File: src/sv/ose_pkg.sv
// ose_pkg: shared types and constants for the operand stack engine.
// Used by ose_ctrl, ose_dpath and operand_stack_engine. No dependencies.
package ose_pkg;

  localparam int STACK_DEPTH_DEF = 128;
  localparam int MIN_SWAP        = 2;

  localparam int MODE_W   = 3;
  localparam int VALUE_W  = 32;
  localparam int INDEX_W  = 7;
  localparam int STATUS_W = 3;
  localparam int DEPTH_W  = 8;

  localparam logic [MODE_W-1:0] MODE_PUSH  = 3'd0;
  localparam logic [MODE_W-1:0] MODE_POP   = 3'd1;
  localparam logic [MODE_W-1:0] MODE_PEEK  = 3'd2;
  localparam logic [MODE_W-1:0] MODE_SWAP  = 3'd3;
  localparam logic [MODE_W-1:0] MODE_DUP   = 3'd4;
  localparam logic [MODE_W-1:0] MODE_CLEAR = 3'd5;

  localparam logic [STATUS_W-1:0] ST_OK        = 3'd0;
  localparam logic [STATUS_W-1:0] ST_OVERFLOW  = 3'd1;
  localparam logic [STATUS_W-1:0] ST_UNDERFLOW = 3'd2;
  localparam logic [STATUS_W-1:0] ST_FEW       = 3'd3;
  localparam logic [STATUS_W-1:0] ST_BADIDX    = 3'd4;

  typedef enum logic [2:0] {
    WR_NONE,
    WR_PUSH,
    WR_DUP,
    WR_SWAP_HI,
    WR_SWAP_LO
  } wr_op_t;

  typedef enum logic [1:0] {
    FILL_HOLD,
    FILL_INC,
    FILL_DEC,
    FILL_CLR
  } fill_op_t;

  typedef struct packed {
    logic                load;
    logic                rd_en;
    logic                rd_peek;
    wr_op_t              wr_op;
    fill_op_t            fill_op;
    logic                emit;
    logic                emit_read;
    logic [STATUS_W-1:0] status;
  } cmd_t;

  typedef struct packed {
    logic empty;
    logic full;
    logic few;
    logic idx_bad;
  } sts_t;

endpackage

File: src/sv/ose_ctrl.sv
// ose_ctrl: request sequencer for the operand stack engine.
// Issues ose_pkg::cmd_t to ose_dpath and reads back its ose_pkg::sts_t.
module ose_ctrl (
  input  logic                        clk,
  input  logic                        rst_n,
  input  logic                        start,
  input  logic [ose_pkg::MODE_W-1:0]  in_mode,
  output logic                        busy,
  input  ose_pkg::sts_t               sts,
  output ose_pkg::cmd_t               cmd
);

  typedef enum logic [2:0] {
    S_IDLE,
    S_EXEC,
    S_FINISH,
    S_SWAP_HI,
    S_SWAP_LO,
    S_DUP_WR
  } state_t;

  state_t                     state_r, state_nxt;
  logic [ose_pkg::MODE_W-1:0] mode_r, mode_nxt;

  always_comb begin
    state_nxt     = state_r;
    mode_nxt      = mode_r;
    cmd.load      = 1'b0;
    cmd.rd_en     = 1'b0;
    cmd.rd_peek   = 1'b0;
    cmd.wr_op     = ose_pkg::WR_NONE;
    cmd.fill_op   = ose_pkg::FILL_HOLD;
    cmd.emit      = 1'b0;
    cmd.emit_read = 1'b0;
    cmd.status    = ose_pkg::ST_OK;
    unique case (state_r)
      S_IDLE: begin
        if (start) begin
          cmd.load  = 1'b1;
          mode_nxt  = in_mode;
          state_nxt = S_EXEC;
        end
      end
      S_EXEC: begin
        state_nxt = S_IDLE;
        unique case (mode_r)
          ose_pkg::MODE_PUSH: begin
            cmd.emit = 1'b1;
            if (sts.full) begin
              cmd.status = ose_pkg::ST_OVERFLOW;
            end else begin
              cmd.wr_op   = ose_pkg::WR_PUSH;
              cmd.fill_op = ose_pkg::FILL_INC;
            end
          end
          ose_pkg::MODE_POP: begin
            if (sts.empty) begin
              cmd.emit   = 1'b1;
              cmd.status = ose_pkg::ST_UNDERFLOW;
            end else begin
              cmd.rd_en   = 1'b1;
              cmd.fill_op = ose_pkg::FILL_DEC;
              state_nxt   = S_FINISH;
            end
          end
          ose_pkg::MODE_PEEK: begin
            if (sts.empty) begin
              cmd.emit   = 1'b1;
              cmd.status = ose_pkg::ST_UNDERFLOW;
            end else if (sts.idx_bad) begin
              cmd.emit   = 1'b1;
              cmd.status = ose_pkg::ST_BADIDX;
            end else begin
              cmd.rd_en   = 1'b1;
              cmd.rd_peek = 1'b1;
              state_nxt   = S_FINISH;
            end
          end
          ose_pkg::MODE_SWAP: begin
            if (sts.few) begin
              cmd.emit   = 1'b1;
              cmd.status = ose_pkg::ST_FEW;
            end else begin
              cmd.rd_en = 1'b1;
              state_nxt = S_SWAP_HI;
            end
          end
          ose_pkg::MODE_DUP: begin
            if (sts.empty) begin
              cmd.emit   = 1'b1;
              cmd.status = ose_pkg::ST_UNDERFLOW;
            end else if (sts.full) begin
              cmd.emit   = 1'b1;
              cmd.status = ose_pkg::ST_OVERFLOW;
            end else begin
              cmd.rd_en = 1'b1;
              state_nxt = S_DUP_WR;
            end
          end
          ose_pkg::MODE_CLEAR: begin
            cmd.emit    = 1'b1;
            cmd.fill_op = ose_pkg::FILL_CLR;
          end
          default: cmd.emit = 1'b1;
        endcase
      end
      S_FINISH: begin
        cmd.emit      = 1'b1;
        cmd.emit_read = 1'b1;
        state_nxt     = S_IDLE;
      end
      S_SWAP_HI: begin
        cmd.wr_op = ose_pkg::WR_SWAP_HI;
        state_nxt = S_SWAP_LO;
      end
      S_SWAP_LO: begin
        cmd.wr_op = ose_pkg::WR_SWAP_LO;
        cmd.emit  = 1'b1;
        state_nxt = S_IDLE;
      end
      S_DUP_WR: begin
        cmd.wr_op   = ose_pkg::WR_DUP;
        cmd.fill_op = ose_pkg::FILL_INC;
        cmd.emit    = 1'b1;
        state_nxt   = S_IDLE;
      end
      default: state_nxt = S_IDLE;
    endcase
  end

  always_ff @(posedge clk) begin
    if (!rst_n) begin
      state_r <= S_IDLE;
      mode_r  <= ose_pkg::MODE_PUSH;
    end else begin
      state_r <= state_nxt;
      mode_r  <= mode_nxt;
    end
  end

  assign busy = (state_r != S_IDLE);

endmodule

File: config.mk
export PLATFORM = sky130hd
export DESIGN_NAME = ose_ctrl
export DESIGN_NICKNAME = d
export VERILOG_FILES = /design/src/sv/ose_pkg.sv /design/src/sv/ose_ctrl.sv
export SDC_FILE = /design/constraint.sdc
export NUM_CORES = 1
export LEC_CHECK = 0
export BUFFER_PORTS_ARGS = -buffer_cell sky130_fd_sc_hd__buf_2
export CORE_MARGIN = 4
export CORE_UTILIZATION = 41
export CTS_CLUSTER_DIAMETER = 150
export CTS_CLUSTER_SIZE = 8
export DETAILED_ROUTE_END_ITERATION = 6
export PLACE_DENSITY = 0.73
export REMOVE_ABC_BUFFERS = 1
export SETUP_SLACK_MARGIN = 0.1
export SLEW_MARGIN = 20
export SYNTH_ARGS = -nofsm -noshare
export SYNTH_HDL_FRONTEND = slang
export SYNTH_SLANG_ARGS = --single-unit
File: constraint.sdc
create_clock -name clk -period 1.8 [get_ports clk]
set_input_delay 0.45 -clock clk [delete_from_list [all_inputs] [get_ports clk]]
set_output_delay 0.45 -clock clk [all_outputs]
set_load 0.01 [all_outputs]
# Word-level counts from Yosys, hierarchy flattened
# Index checks and enable logic that the tools add are counted.
[totals]
ff_bits = 6
inputBits = 10
word_cells = 61
[classes]
n_eq_ne = 11
n_mux = 43
reduce_logical = 5
[ops]
columns = ["op", "count"]
rows = [
  ["$mux W3", 10],
  ["$pmux W3 S4", 2],
  ["$mux W2", 9],
  ["$mux W1", 15],
  ["$pmux W3 S5", 1],
  ["$eq A3 B2 Y1 const B", 4],
  ["$eq A3 B3 Y1 const B", 4],
  ["$pmux W3 S3", 1],
  ["$pmux W1 S4", 2],
  ["$eq A3 B1 Y1 const B", 2],
  ["$logic_not A3 Y1", 2],
  ["$pmux W2 S3", 1],
  ["$pmux W2 S2", 1],
  ["$reduce_bool A3 Y1", 1],
  ["$reduce_or A3 Y1", 1],
  ["$ne A2 B2 Y1 const B", 1],
  ["$pmux W1 S2", 1],
  ["$reduce_and A2 Y1", 1],
]

# Logic depth before layout (Yosys ltp)
# Gate-level depths: netlist of the first run.
[logic_depth]
depth_word = 4
mapped_depth = 5

# Worst setup path after synthesis of the first run
# Ideal clock, no wire load.
[synth_path]
path_kind = "input -> output"
startpoint = "in sts[2] (netlist name)"
endpoint = "out cmd[11] (netlist name)"
t_arrival_ps = 1420
required_time_ps = 1350
setup_slack_ps = -70
stages = 3
path_cell_list = "or4b_4 a211oi_2 nor3b_2"
[synth_lines]
columns = ["element", "line_no", "source"]
rows = [
  ["start: declaration", "ose_ctrl.sv:9", "input ose_pkg::sts_t sts,"],
  ["end: declaration", "ose_ctrl.sv:10", "output ose_pkg::cmd_t cmd"],
]

==> results of run 1 <==
[state kept, by name (all words and copies together), names as in the netlist]
| signal | flops |
|---|---|
| mode_r | 3 |
| state_r | 3 |
[timing repair]
| action | CTS | global route |
|---|---|---|
| gates resized for setup | 25 | 10 |
| setup buffers | 5 | 4 |
| pin swaps | 10 | 6 |
| setup endpoints to repair | 10 | 11 |
| endpoints found under the hold margin | 0 | 0 |
[placed cells by master (no fill, tap or decap), types with 2 or more instances in the layout]
cell      synthesis  layout
nor3b_1           2       2
buf_4             0      14
nor2b_1           5       5
nor2_1           10       6
nor3_1            3       2
nand2_1           4       3
buf_6             0       9
nor2_2            1       2
mux2i_1           4       4
dfxtp_2           0       5
buf_2             2      21
a21oi_1           4       3
clkbuf_4          0       3
nand2b_4          0       3
nand2b_1          6       3
nor2_4            1       4
and3_1            2       2
o21ai_0           2       2
[worst max-delay path: stages, from the launching register on]
cell and delay (ns):
dfxtp_2 0.33, or4b_4 0.54, a211oi_4 0.23, nor3b_2 0.18
buf_2 0.14
[where the power goes]
part	internal, W	switching, W	total [W]
registers	0.000142	0.00000742	0.000149
logic	0.000127	0.000112	0.000239
clock network	0.0000759	0.0000566	0.000133
[cell families after synthesis]
logic type,share of synthesized area (%)
simple gates,48.0
compound gates,16.7
buf+inv,5.13
flops,21.4
mux,7.14
xor+xnor,1.56
[metal layers]
metal | vias to the layer above | global-route usage [%] | part of all wire [%]
met4 | 0 | 3.51 | 2.7
met5 | - | 0 | 0
met3 | 6 | 6.37 | 6.2
met1 | 350 | 23.5 | 42
li1 | 356 | - | -
met2 | 31 | 33.9 | 49
[metrics by stage]
step / instances / power, W / TNS [ns] / hold WS (ns) / utilization, %
after detailed placement: 122 / 0.000313 / -0.595 / 0.555 / 59.8
final: 133 / 0.000520 / -1.03 / 0.458 / 76.8
after global routing: 133 / 0.000547 / -1.49 / 0.468 / 76.8
after floorplan: 70 / 0.000237 / -0.126 / 0.512 / -
after global placement: 122 / 0.000309 / -0.546 / 0.548 / 59.8
after CTS: 130 / 0.000482 / -0.880 / 0.464 / 71.3
[worst max path at each step]
stage / startpoint / end / cells after the start
after CTS: mode_r[0]$_SDFFE_PN0P_ / cmd[11] / 4
after global placement: sts[2] / cmd[11] / 5
final: mode_r[0]$_SDFFE_PN0P_ / cmd[11] / 4
after global routing: mode_r[1]$_SDFFE_PN0P_ / cmd[11] / 6
after detailed placement: sts[2] / cmd[11] / 5
after floorplan: mode_r[2]$_SDFFE_PN0P_ / cmd[11] / 3
[layout make-up]
cell class              instances  share of cell area [%]
flip-flops and latches          6                    12.6
well taps                      15                    1.88
inverters                       2                   0.751
clock buffers                   3                    2.25
repair buffers                 45                    32.7
multi-input cells              62                    49.8
==> results by group, run 1 <==
Detailed routing
  • Via count of the routed design: 743
  • DRT iter0 DRCs: 14
  • WL final: 2.13 mm
  • Routed wire length per instance: between 15 and 20 um
  • Number of iterations in the first detailed-routing pass: 4
  • Via count normalized by instance count: 5.59
  • Final ANT Viol Nets: 0
  • Post-route DRC: 0

Clocking
  • Clock Root Buffer: clkbuf_4
  • Worst-Skew Late Latency: about 0.26 ns
  • Clock tree from TritonCTS: yes
  • Clock input transition at the sequential cells of the worst setup and hold paths: 0.05 ns
  • Number of sinks driven by the clock tree: 6
  • Deepest level of the CTS H-tree: 1
  • Number of buffers added to fix hold violations after cts: 0
  • Clock Tree Buf Depth: 2
  • Number of clock buffers inserted by TritonCTS: 3

Outcome
  • Violated checks: negative setup slack
  • Status: finished with violations

Yosys
  • Count of warnings emitted by yosys: 0
  • Netlist Area Pre-Place: around 560 um2
  • Post-synth top flop: dfxtp_1
  • Top cell type by total area after synthesis: dfxtp_1
  • Largest cells by area after synthesis: dfxtp_1, mux2i_1, nand2b_1
  • Synthesized netlist cell count: 75
  • Most used standard cell by instance count after synthesis: nor2_1
  • Yosys cell types: 33
  • Sequential cell area fraction in the yosys report: 21.4%
  • Area share of the largest cell type after synthesis: between 20% and 30%
  • Commonest cells post-synth: nor2_1, dfxtp_1, nand2b_1
  • Synthesized area per cell: 7.47 um2
  • Number of enable flip-flop cells after synthesis: 0
  • Proportion of register bits with asynchronous set or reset after synthesis: 0%
  • Number of synthesized register bits: 6

Setup path
  • Depth of the worst register-to-register path: 5
  • Critical path endpoint category: output port
  • Required time worst endpoint: 1.35 ns
  • Critical path startpoint category: flip-flop
  • WP data arrival: ~1.7 ns
  • Critical path class: reg2out
  • CP max FO: 3
  • Reg-to-Reg Start: mode_r[0]$_SDFFE_PN0P_
  • Endpoint of the most critical register-to-register path: state_r[0]$_SDFFE_PN0P_
  • Slack of the worst reg-to-reg path: 0.25 ns

Placed design
  • Total half-perimeter wirelength after legalization and detailed placement: 1.19 mm
  • Worst slack after detailed placement: -0.299 ns
  • Routability Congestion: around 0.84
  • Number of port buffers: 23
  • Total placed instance area: 778 um2

STA
  • Slew @ Worst Pin: 0.249 ns
  • Final critical delay including setup and external delays: ~2.1 ns
  • Count of final hold-check violations: 0
  • Final Cycle Share: 118%
  • Fin worst setup slack: -0.328 ns
  • Number of setup violations in the final report: 5
  • Max-slew violation count: 0
  • Highest clock rate: between 0.4 and 0.5 GHz
  • Worst setup skew after layout: 0.00367 ns
  • Unrepaired setup endpoints after global routing: true
  • Headroom to the max-slew limit: between 80% and 90%

GRT
  • Global Route Usage Sum: 19.5%
  • Initial antenna violation count: 0
  • Number of global-route vias before repair: slightly below 700
  • Pin count of the biggest net entering global routing: 12
  • Final global-route overflow total: 0
  • Wire length of the first global-routing pass: 2.93 mm

Min path
  • Min-Delay Path Depth: 3
  • Hold Crit Endpoint: mode_r[0]$_SDFFE_PN0P_
  • Hold Crit Class: in2reg
  • Launch instance of the worst min-delay path: in_mode[0]

Layout
  • Area occupied by registers: between 100 and 150 um2
  • Post-synthesis to final-layout area growth: 78.3%
  • Multi-input logic area: 498 um2
  • Number of inserted diodes: 0
  • Final Instance Area: 1000 um2
  • Filler instances: 97
  • Net count, final: 130
  • Ratio of cells with drive above 1 in the final layout: between 60% and 70%

Floorplanning
  • Placeable core area: 1300 um2
  • Starting utilization of the core area: 43.1%
  • Horiz. Die Dim: around 45 um
  • Number of placement rows: 13
  • Floorplan die area: around 2000 um2
  • Vert. Die Dim: 45.0 um
  • Number of primary I/O pins: 24

Power
  • Worst-case vdd ir drop: 0.000472 V
  • Total power density per cell area: approximately 520 nW/um2
  • Leakage power: 0.471 nW

Flow run
  • Total of max-cap violations: 0
Note: power is estimated with default switching activity, not from simulation.
==> inputs of run 2 (changes only) <==
--- a/config.mk
+++ b/config.mk
@@ -6,12 +6,14 @@
 export NUM_CORES = 1
 export LEC_CHECK = 0
 export BUFFER_PORTS_ARGS = -buffer_cell sky130_fd_sc_hd__buf_2
-export CORE_MARGIN = 4
-export CORE_UTILIZATION = 41
+export CELL_PAD_IN_SITES_DETAIL_PLACEMENT = 0
+export CELL_PAD_IN_SITES_GLOBAL_PLACEMENT = 1
+export CORE_MARGIN = 1
+export CORE_UTILIZATION = 28
 export CTS_CLUSTER_DIAMETER = 150
 export CTS_CLUSTER_SIZE = 8
 export DETAILED_ROUTE_END_ITERATION = 6
-export PLACE_DENSITY = 0.73
+export PLACE_DENSITY = 0.72
 export REMOVE_ABC_BUFFERS = 1
 export SETUP_SLACK_MARGIN = 0.1
 export SLEW_MARGIN = 20
==> results by group, run 2 (same netlist as run 1, synthesis figures left out) <==
Setup path
  • Critical path startpoint category: input pin
  • Required time worst endpoint: 1.35 ns
  • Critical path endpoint category: output port
  • Worst setup path endpoint: cmd[11]
  • CP max FO: 4
  • WP data arrival: 1.67 ns
  • Critical path class: in2out
  • Worst setup path startpoint: sts[2]
  • Endpoint of the most critical register-to-register path: state_r[0]$_SDFFE_PN0P_
  • Reg-to-Reg Start: mode_r[0]$_SDFFE_PN0P_
  • Slack of the worst reg-to-reg path: 0.31 ns
  • Depth of the worst register-to-register path: 5

Floorplanning
  • Vert. Die Dim: 46.7 um
  • Starting utilization of the core area: 31.1%
  • Number of primary I/O pins: 24
  • Number of placement rows: 15
  • Horiz. Die Dim: about 47 um
  • Placeable core area: between 1500 and 2000 um2
  • Floorplan die area: 2180 um2

GRT
  • Final global-route overflow total: 0
  • Number of global-route vias before repair: 654
  • Pin count of the biggest net entering global routing: 8
  • Initial antenna violation count: 0
  • Global Route Usage Sum: 17.4%
  • Wire length of the first global-routing pass: 2.72 mm

STA
  • Final Cycle Share: 118%
  • Slew @ Worst Pin: 0.269 ns
  • Headroom to the max-slew limit: about 82%
  • Final critical delay including setup and external delays: 2.12 ns
  • Number of setup violations in the final report: 5
  • Count of final hold-check violations: 0
  • Max-slew violation count: 0
  • Unrepaired setup endpoints after global routing: true
  • Worst setup skew after layout: 0.00110 ns
  • Fin worst setup slack: -0.316 ns
  • Min Hold Slack: 0.464 ns
  • Highest clock rate: ~0.47 GHz

Power
  • Final Total Pwr: 0.000514 W
  • Total power density per cell area: 490 nW/um2
  • Clock network power share: a little under a quarter
  • Switch Pwr: 0.000164 W
  • Switching Fraction: a little under a third
  • Sequential cell fraction of total power: 28.9%
  • Internal Power: ~0.00035 W
  • Combinational share of power: 47.1%
  • Worst-case vdd ir drop: approximately 0.00024 V
  • Leakage power: 0.483 nW

Layout
  • Post-synthesis to final-layout area growth: 87.1%
  • Commonest non-fill, non-tap cell in the layout: buf_2
  • Final core utilization: 58.2%
  • Ratio of cells with drive above 1 in the final layout: 65.8%
  • Number of inserted diodes: 0
  • Most frequent cells in the layout: buf_2, buf_4, buf_6
  • Registers with the most flip-flops: mode_r: 3 flops, state_r: 3 flops
  • Net count, final: 132

Flow run
  • Total of max-cap violations: 0

Clocking
  • Clock Tree Buf Depth: 2
  • Clock input transition at the sequential cells of the worst setup and hold paths: around 0.04 ns
  • Number of clock buffers inserted by TritonCTS: 3
  • Worst-Skew Late Latency: 0.24 ns
  • Number of buffers added to fix hold violations after cts: 0
  • Number of sinks driven by the clock tree: 6
  • Clock Root Buffer: clkbuf_4
  • Clock tree from TritonCTS: yes
  • Deepest level of the CTS H-tree: 1

Detailed routing
  • WL final: 1.72 mm
  • Final ANT Viol Nets: 0
  • Number of iterations in the first detailed-routing pass: 4
  • Post-route DRC: 0
  • DRT iter0 DRCs: 8
  • Via count normalized by instance count: 4.83
  • Via count of the routed design: 701
  • Routed wire length per instance: about 12 um

Placed design
  • Routability Congestion: between 0.7 and 0.8
  • Number of port buffers: 23
  • Total half-perimeter wirelength after legalization and detailed placement: 1.20 mm

Min path
  • Hold Crit Class: in2reg

Outcome
  • Status: finished with violations
  • Violated checks: negative setup slack
[run 2: changes by cell type in the layout (fill, tap and decap cells not counted), moves of 2 or more]
cell | before | now
nor2_4 | 4 | 6
a21oi_2 | 1 | 3
buf_4 | 14 | 17
a21oi_1 | 3 | 1
[run 2: critical path, stage by stage]
cell and delay, ns:
buf_6 0.10, or4b_4 0.55, a211oi_4 0.24, nor3b_2 0.18, buf_2 0.14
[run 2: area by class of cell]
cell class,count,area (um2)
Inverter,2,7.51
Fill cell,184,753
Multi-Input combinational cell,62,527
Clock buffer,3,22.5
Sequential cell,6,126
Tap cell,25,31.3
Timing Repair Buffer,47,334
[run 2: timing repair]
action                                  CTS  global route
gates resized for setup                  33             7
endpoints found under the setup margin   10            10
pin swaps                                15             3
setup buffers                             7             1
gates cloned                              0             0
[run 2: layer usage]
layer,part of all wire [%],track usage (%)
met1,45,20.3
met2,50,31.9
met3,4.8,5.77
met4,0,1.71
met5,0,0
[run 2: worst min path at each step]
stage               cells past startpoint                       to  slack (ns)                     from
floorplan                               1  state_r[0]$_SDFFE_PN0P_        0.51  state_r[1]$_SDFFE_PN0P_
global placement                        2  state_r[0]$_SDFFE_PN0P_        0.55  state_r[2]$_SDFFE_PN0P_
detailed placement                      2  state_r[0]$_SDFFE_PN0P_        0.55  state_r[2]$_SDFFE_PN0P_
CTS                                     3   mode_r[2]$_SDFFE_PN0P_        0.46               in_mode[2]
global route                            3   mode_r[1]$_SDFFE_PN0P_        0.46               in_mode[1]
finish                                  3   mode_r[2]$_SDFFE_PN0P_        0.46               in_mode[2]
[run 2: through the flow]
stage               area, um2  worst slack (ns)  setup TNS [ns]  std cells
floorplan                 539            -0.126          -0.126         70
CTS                      1010            -0.315          -0.917        144
global route             1050            -0.370           -1.28        145
detailed placement        806            -0.315          -0.629        134
finish                   1050            -0.316          -0.887        145
global placement          806            -0.314          -0.620        134
[run 2: power groups by stage]
stage / clock network, W / logic [W] / registers, W
final: 0.000124 / 0.000242 / 0.000149
after floorplan: 0 / 0.0000798 / 0.000157
after global routing: 0.000136 / 0.000261 / 0.000149
after detailed placement: 0 / 0.000168 / 0.000148
after CTS: 0.000129 / 0.000228 / 0.000147
after global placement: 0 / 0.000167 / 0.000148
==> inputs of run 3 (changes only) <==
--- a/config.mk
+++ b/config.mk
@@ -6,6 +6,7 @@
 export NUM_CORES = 1
 export LEC_CHECK = 0
 export BUFFER_PORTS_ARGS = -buffer_cell sky130_fd_sc_hd__buf_2
+export CAP_MARGIN = 25
 export CELL_PAD_IN_SITES_DETAIL_PLACEMENT = 0
 export CELL_PAD_IN_SITES_GLOBAL_PLACEMENT = 1
 export CORE_MARGIN = 1
@@ -14,7 +15,6 @@
 export CTS_CLUSTER_SIZE = 8
 export DETAILED_ROUTE_END_ITERATION = 6
 export PLACE_DENSITY = 0.72
-export REMOVE_ABC_BUFFERS = 1
 export SETUP_SLACK_MARGIN = 0.1
 export SLEW_MARGIN = 20
 export SYNTH_ARGS = -nofsm -noshare
==> results by group, run 3 (same netlist as run 1, synthesis figures left out) <==
Outcome
  • Status: finished with violations
  • Violated checks: negative setup slack

Yosys
  • Post-synth net total: 85

Detailed routing
  • Post-route DRC: 0
  • Routed wire length per instance: 11.7 um
  • Via count normalized by instance count: 4.78
  • DRT iter0 DRCs: 5
  • Via count of the routed design: 702
  • Number of iterations in the first detailed-routing pass: 3
  • Final ANT Viol Nets: 0
  • WL final: 1.71 mm

Floorplanning
  • Horiz. Die Dim: 46.7 um
  • Placeable core area: about 1800 um2
  • Number of primary I/O pins: 24
  • Number of placement rows: 15
  • Starting utilization of the core area: 31.1%
  • Floorplan die area: 2180 um2
  • Vert. Die Dim: 46.7 um

Setup path
  • CP max stage delay: 0.55 ns
  • WP data arrival: 1.69 ns
  • Slack of the worst reg-to-reg path: 0.24 ns
  • Crit path max-delay cell type: or4b_4
  • Critical path startpoint category: flip-flop
  • Depth of the worst register-to-register path: 5
  • Required time worst endpoint: between 1 and 1.5 ns
  • Reg-to-Reg Start: mode_r[1]$_SDFFE_PN0P_
  • Critical path endpoint category: output port
  • CP cell instances: or4b_4 > a211oi_4 > nor3b_4 > buf_2
  • Critical path class: reg2out
  • Endpoint of the most critical register-to-register path: state_r[0]$_SDFFE_PN0P_
  • CP max FO: 3

Placed design
  • Routability Congestion: 0.791
  • Number of port buffers: 23
  • Worst slack after detailed placement: -0.279 ns
  • Total placed instance area: 872 um2
  • Placed Instances: 142
  • Total half-perimeter wirelength after legalization and detailed placement: between 1 and 1.5 mm

Power
  • Switching Fraction: between 30 and 40%
  • Combinational share of power: ~45%
  • Leakage power: slightly below 0.5 nW
  • Clock network power share: between 20 and 25%
  • Internal Power: between 0.0003 and 0.0004 W
  • Worst-case vdd ir drop: ~0.00066 V
  • Total power density per cell area: 486 nW/um2
  • Sequential cell fraction of total power: 30.4%
  • Switch Pwr: 0.000153 W

Clocking
  • Number of sinks driven by the clock tree: 6
  • Number of clock buffers inserted by TritonCTS: 3
  • Worst-Skew Late Latency: 0.25 ns
  • Number of buffers added to fix hold violations after cts: 0
  • Clock input transition at the sequential cells of the worst setup and hold paths: about 0.040 ns
  • Clock tree from TritonCTS: yes
  • Clock Root Buffer: clkbuf_4
  • Clock Tree Buf Depth: 2
  • Deepest level of the CTS H-tree: 1

STA
  • Highest clock rate: 0.467 GHz
  • Fin worst setup slack: -0.343 ns
  • Max-slew violation count: 0
  • Final critical delay including setup and external delays: 2.14 ns
  • Final Cycle Share: 119%
  • Slew @ Worst Pin: 0.318 ns
  • Final sum of negative setup slack: -1.04 ns
  • Count of final hold-check violations: 0
  • Unrepaired setup endpoints after global routing: true
  • Worst setup skew after layout: 0.00284 ns
  • Number of setup violations in the final report: 5
  • Headroom to the max-slew limit: 78.6%

Layout
  • Commonest non-fill, non-tap cell in the layout: buf_4
  • Post-synthesis to final-layout area growth: 81.2%
  • Ratio of cells with drive above 1 in the final layout: 59.8%
  • Registers with the most flip-flops: mode_r: 3 flops, state_r: 3 flops
  • Final Instance Area: 1020 um2
  • Net count, final: 134
  • Finished Layout Cells: 147
  • Final core utilization: 56.4%
  • Most frequent cells in the layout: buf_4, buf_2, nor2_1
  • Number of inserted diodes: 0

GRT
  • Initial antenna violation count: 0
  • Pin count of the biggest net entering global routing: 11
  • Number of global-route vias before repair: 634
  • Wire length of the first global-routing pass: 2.64 mm
  • Global Route Usage Sum: around 17%
  • Final global-route overflow total: 0

Min path
  • Hold Crit Endpoint: mode_r[0]$_SDFFE_PN0P_
  • Min-Delay Path Depth: 3
  • Hold Crit Class: in2reg
  • Launch instance of the worst min-delay path: in_mode[0]

Flow run
  • Total of max-cap violations: 0
-- run 3: cell types whose count changed in the layout (fill, tap and decap cells not counted), moves of 2 or more --
cell      previous run  this run
nor2_4               6         2
nand2b_1             2         4
nor2_1               5         9
a21oi_1              1         3
a21oi_2              3         1
buf_4               17        21
nand2b_4             4         2
-- run 3: layout make-up --
class	instances	area [um2]
clock buffers	3	22.5
well taps	25	31.3
multi-input cells	62	480
fillers	187	786
inverters	2	7.51
repair buffers	49	348
flip-flops and latches	6	126
-- run 3: per-stage QoR --
step                total power, W  hold WS, ns
floorplan                 0.000246        0.512
global placement          0.000334        0.541
detailed placement        0.000336        0.553
finish                    0.000494        0.482
global route              0.000529        0.496
CTS                       0.000485        0.477
-- run 3: power groups by stage --
| stage | sequential, W | clock [W] | combinational (W) |
|---|---|---|---|
| final | 0.000150 | 0.000123 | 0.000221 |
| after global routing | 0.000150 | 0.000139 | 0.000239 |
| after CTS | 0.000150 | 0.000128 | 0.000206 |
| after detailed placement | 0.000150 | 0 | 0.000186 |
| after global placement | 0.000149 | 0 | 0.000185 |
| after floorplan | 0.000150 | 0 | 0.0000962 |
-- run 3: worst max-delay path by stage --
stage / cells after the start / from / slack (ns) / endpoint
after global placement: 5 / sts[2] / -0.25 / cmd[11]
after detailed placement: 5 / sts[2] / -0.28 / cmd[11]
after CTS: 4 / mode_r[1]$_SDFFE_PN0P_ / -0.37 / cmd[11]
final: 4 / mode_r[1]$_SDFFE_PN0P_ / -0.34 / cmd[11]
after global routing: 4 / mode_r[0]$_SDFFE_PN0P_ / -0.43 / cmd[11]
after floorplan: 3 / sts[2] / -0.04 / cmd[11]
-- run 3: worst max-delay path: cells and delay by family, from the launching register on --
family          cells  cell delay (ns)
simple gates        2             0.75
buf+inv             1             0.15
flops               1             0.33
compound gates      1             0.23
-- run 3: timing repair --
| action | in CTS | in global routing |
|---|---|---|
| resized for setup | 15 | 10 |
| setup buffers | 2 | 0 |
| endpoints found under the setup margin | 11 | 12 |
| pin swaps | 5 | 4 |
-- run 3: layer usage --
metal  vias to the layer above  track usage (%)  share of wire [%]
li1                        357                -                  -
met1                       327             22.2                 47
met2                        18             28.9                 48
met3                         0             6.92                4.5
met4                         0             1.71                  0
met5                         -                0                  0
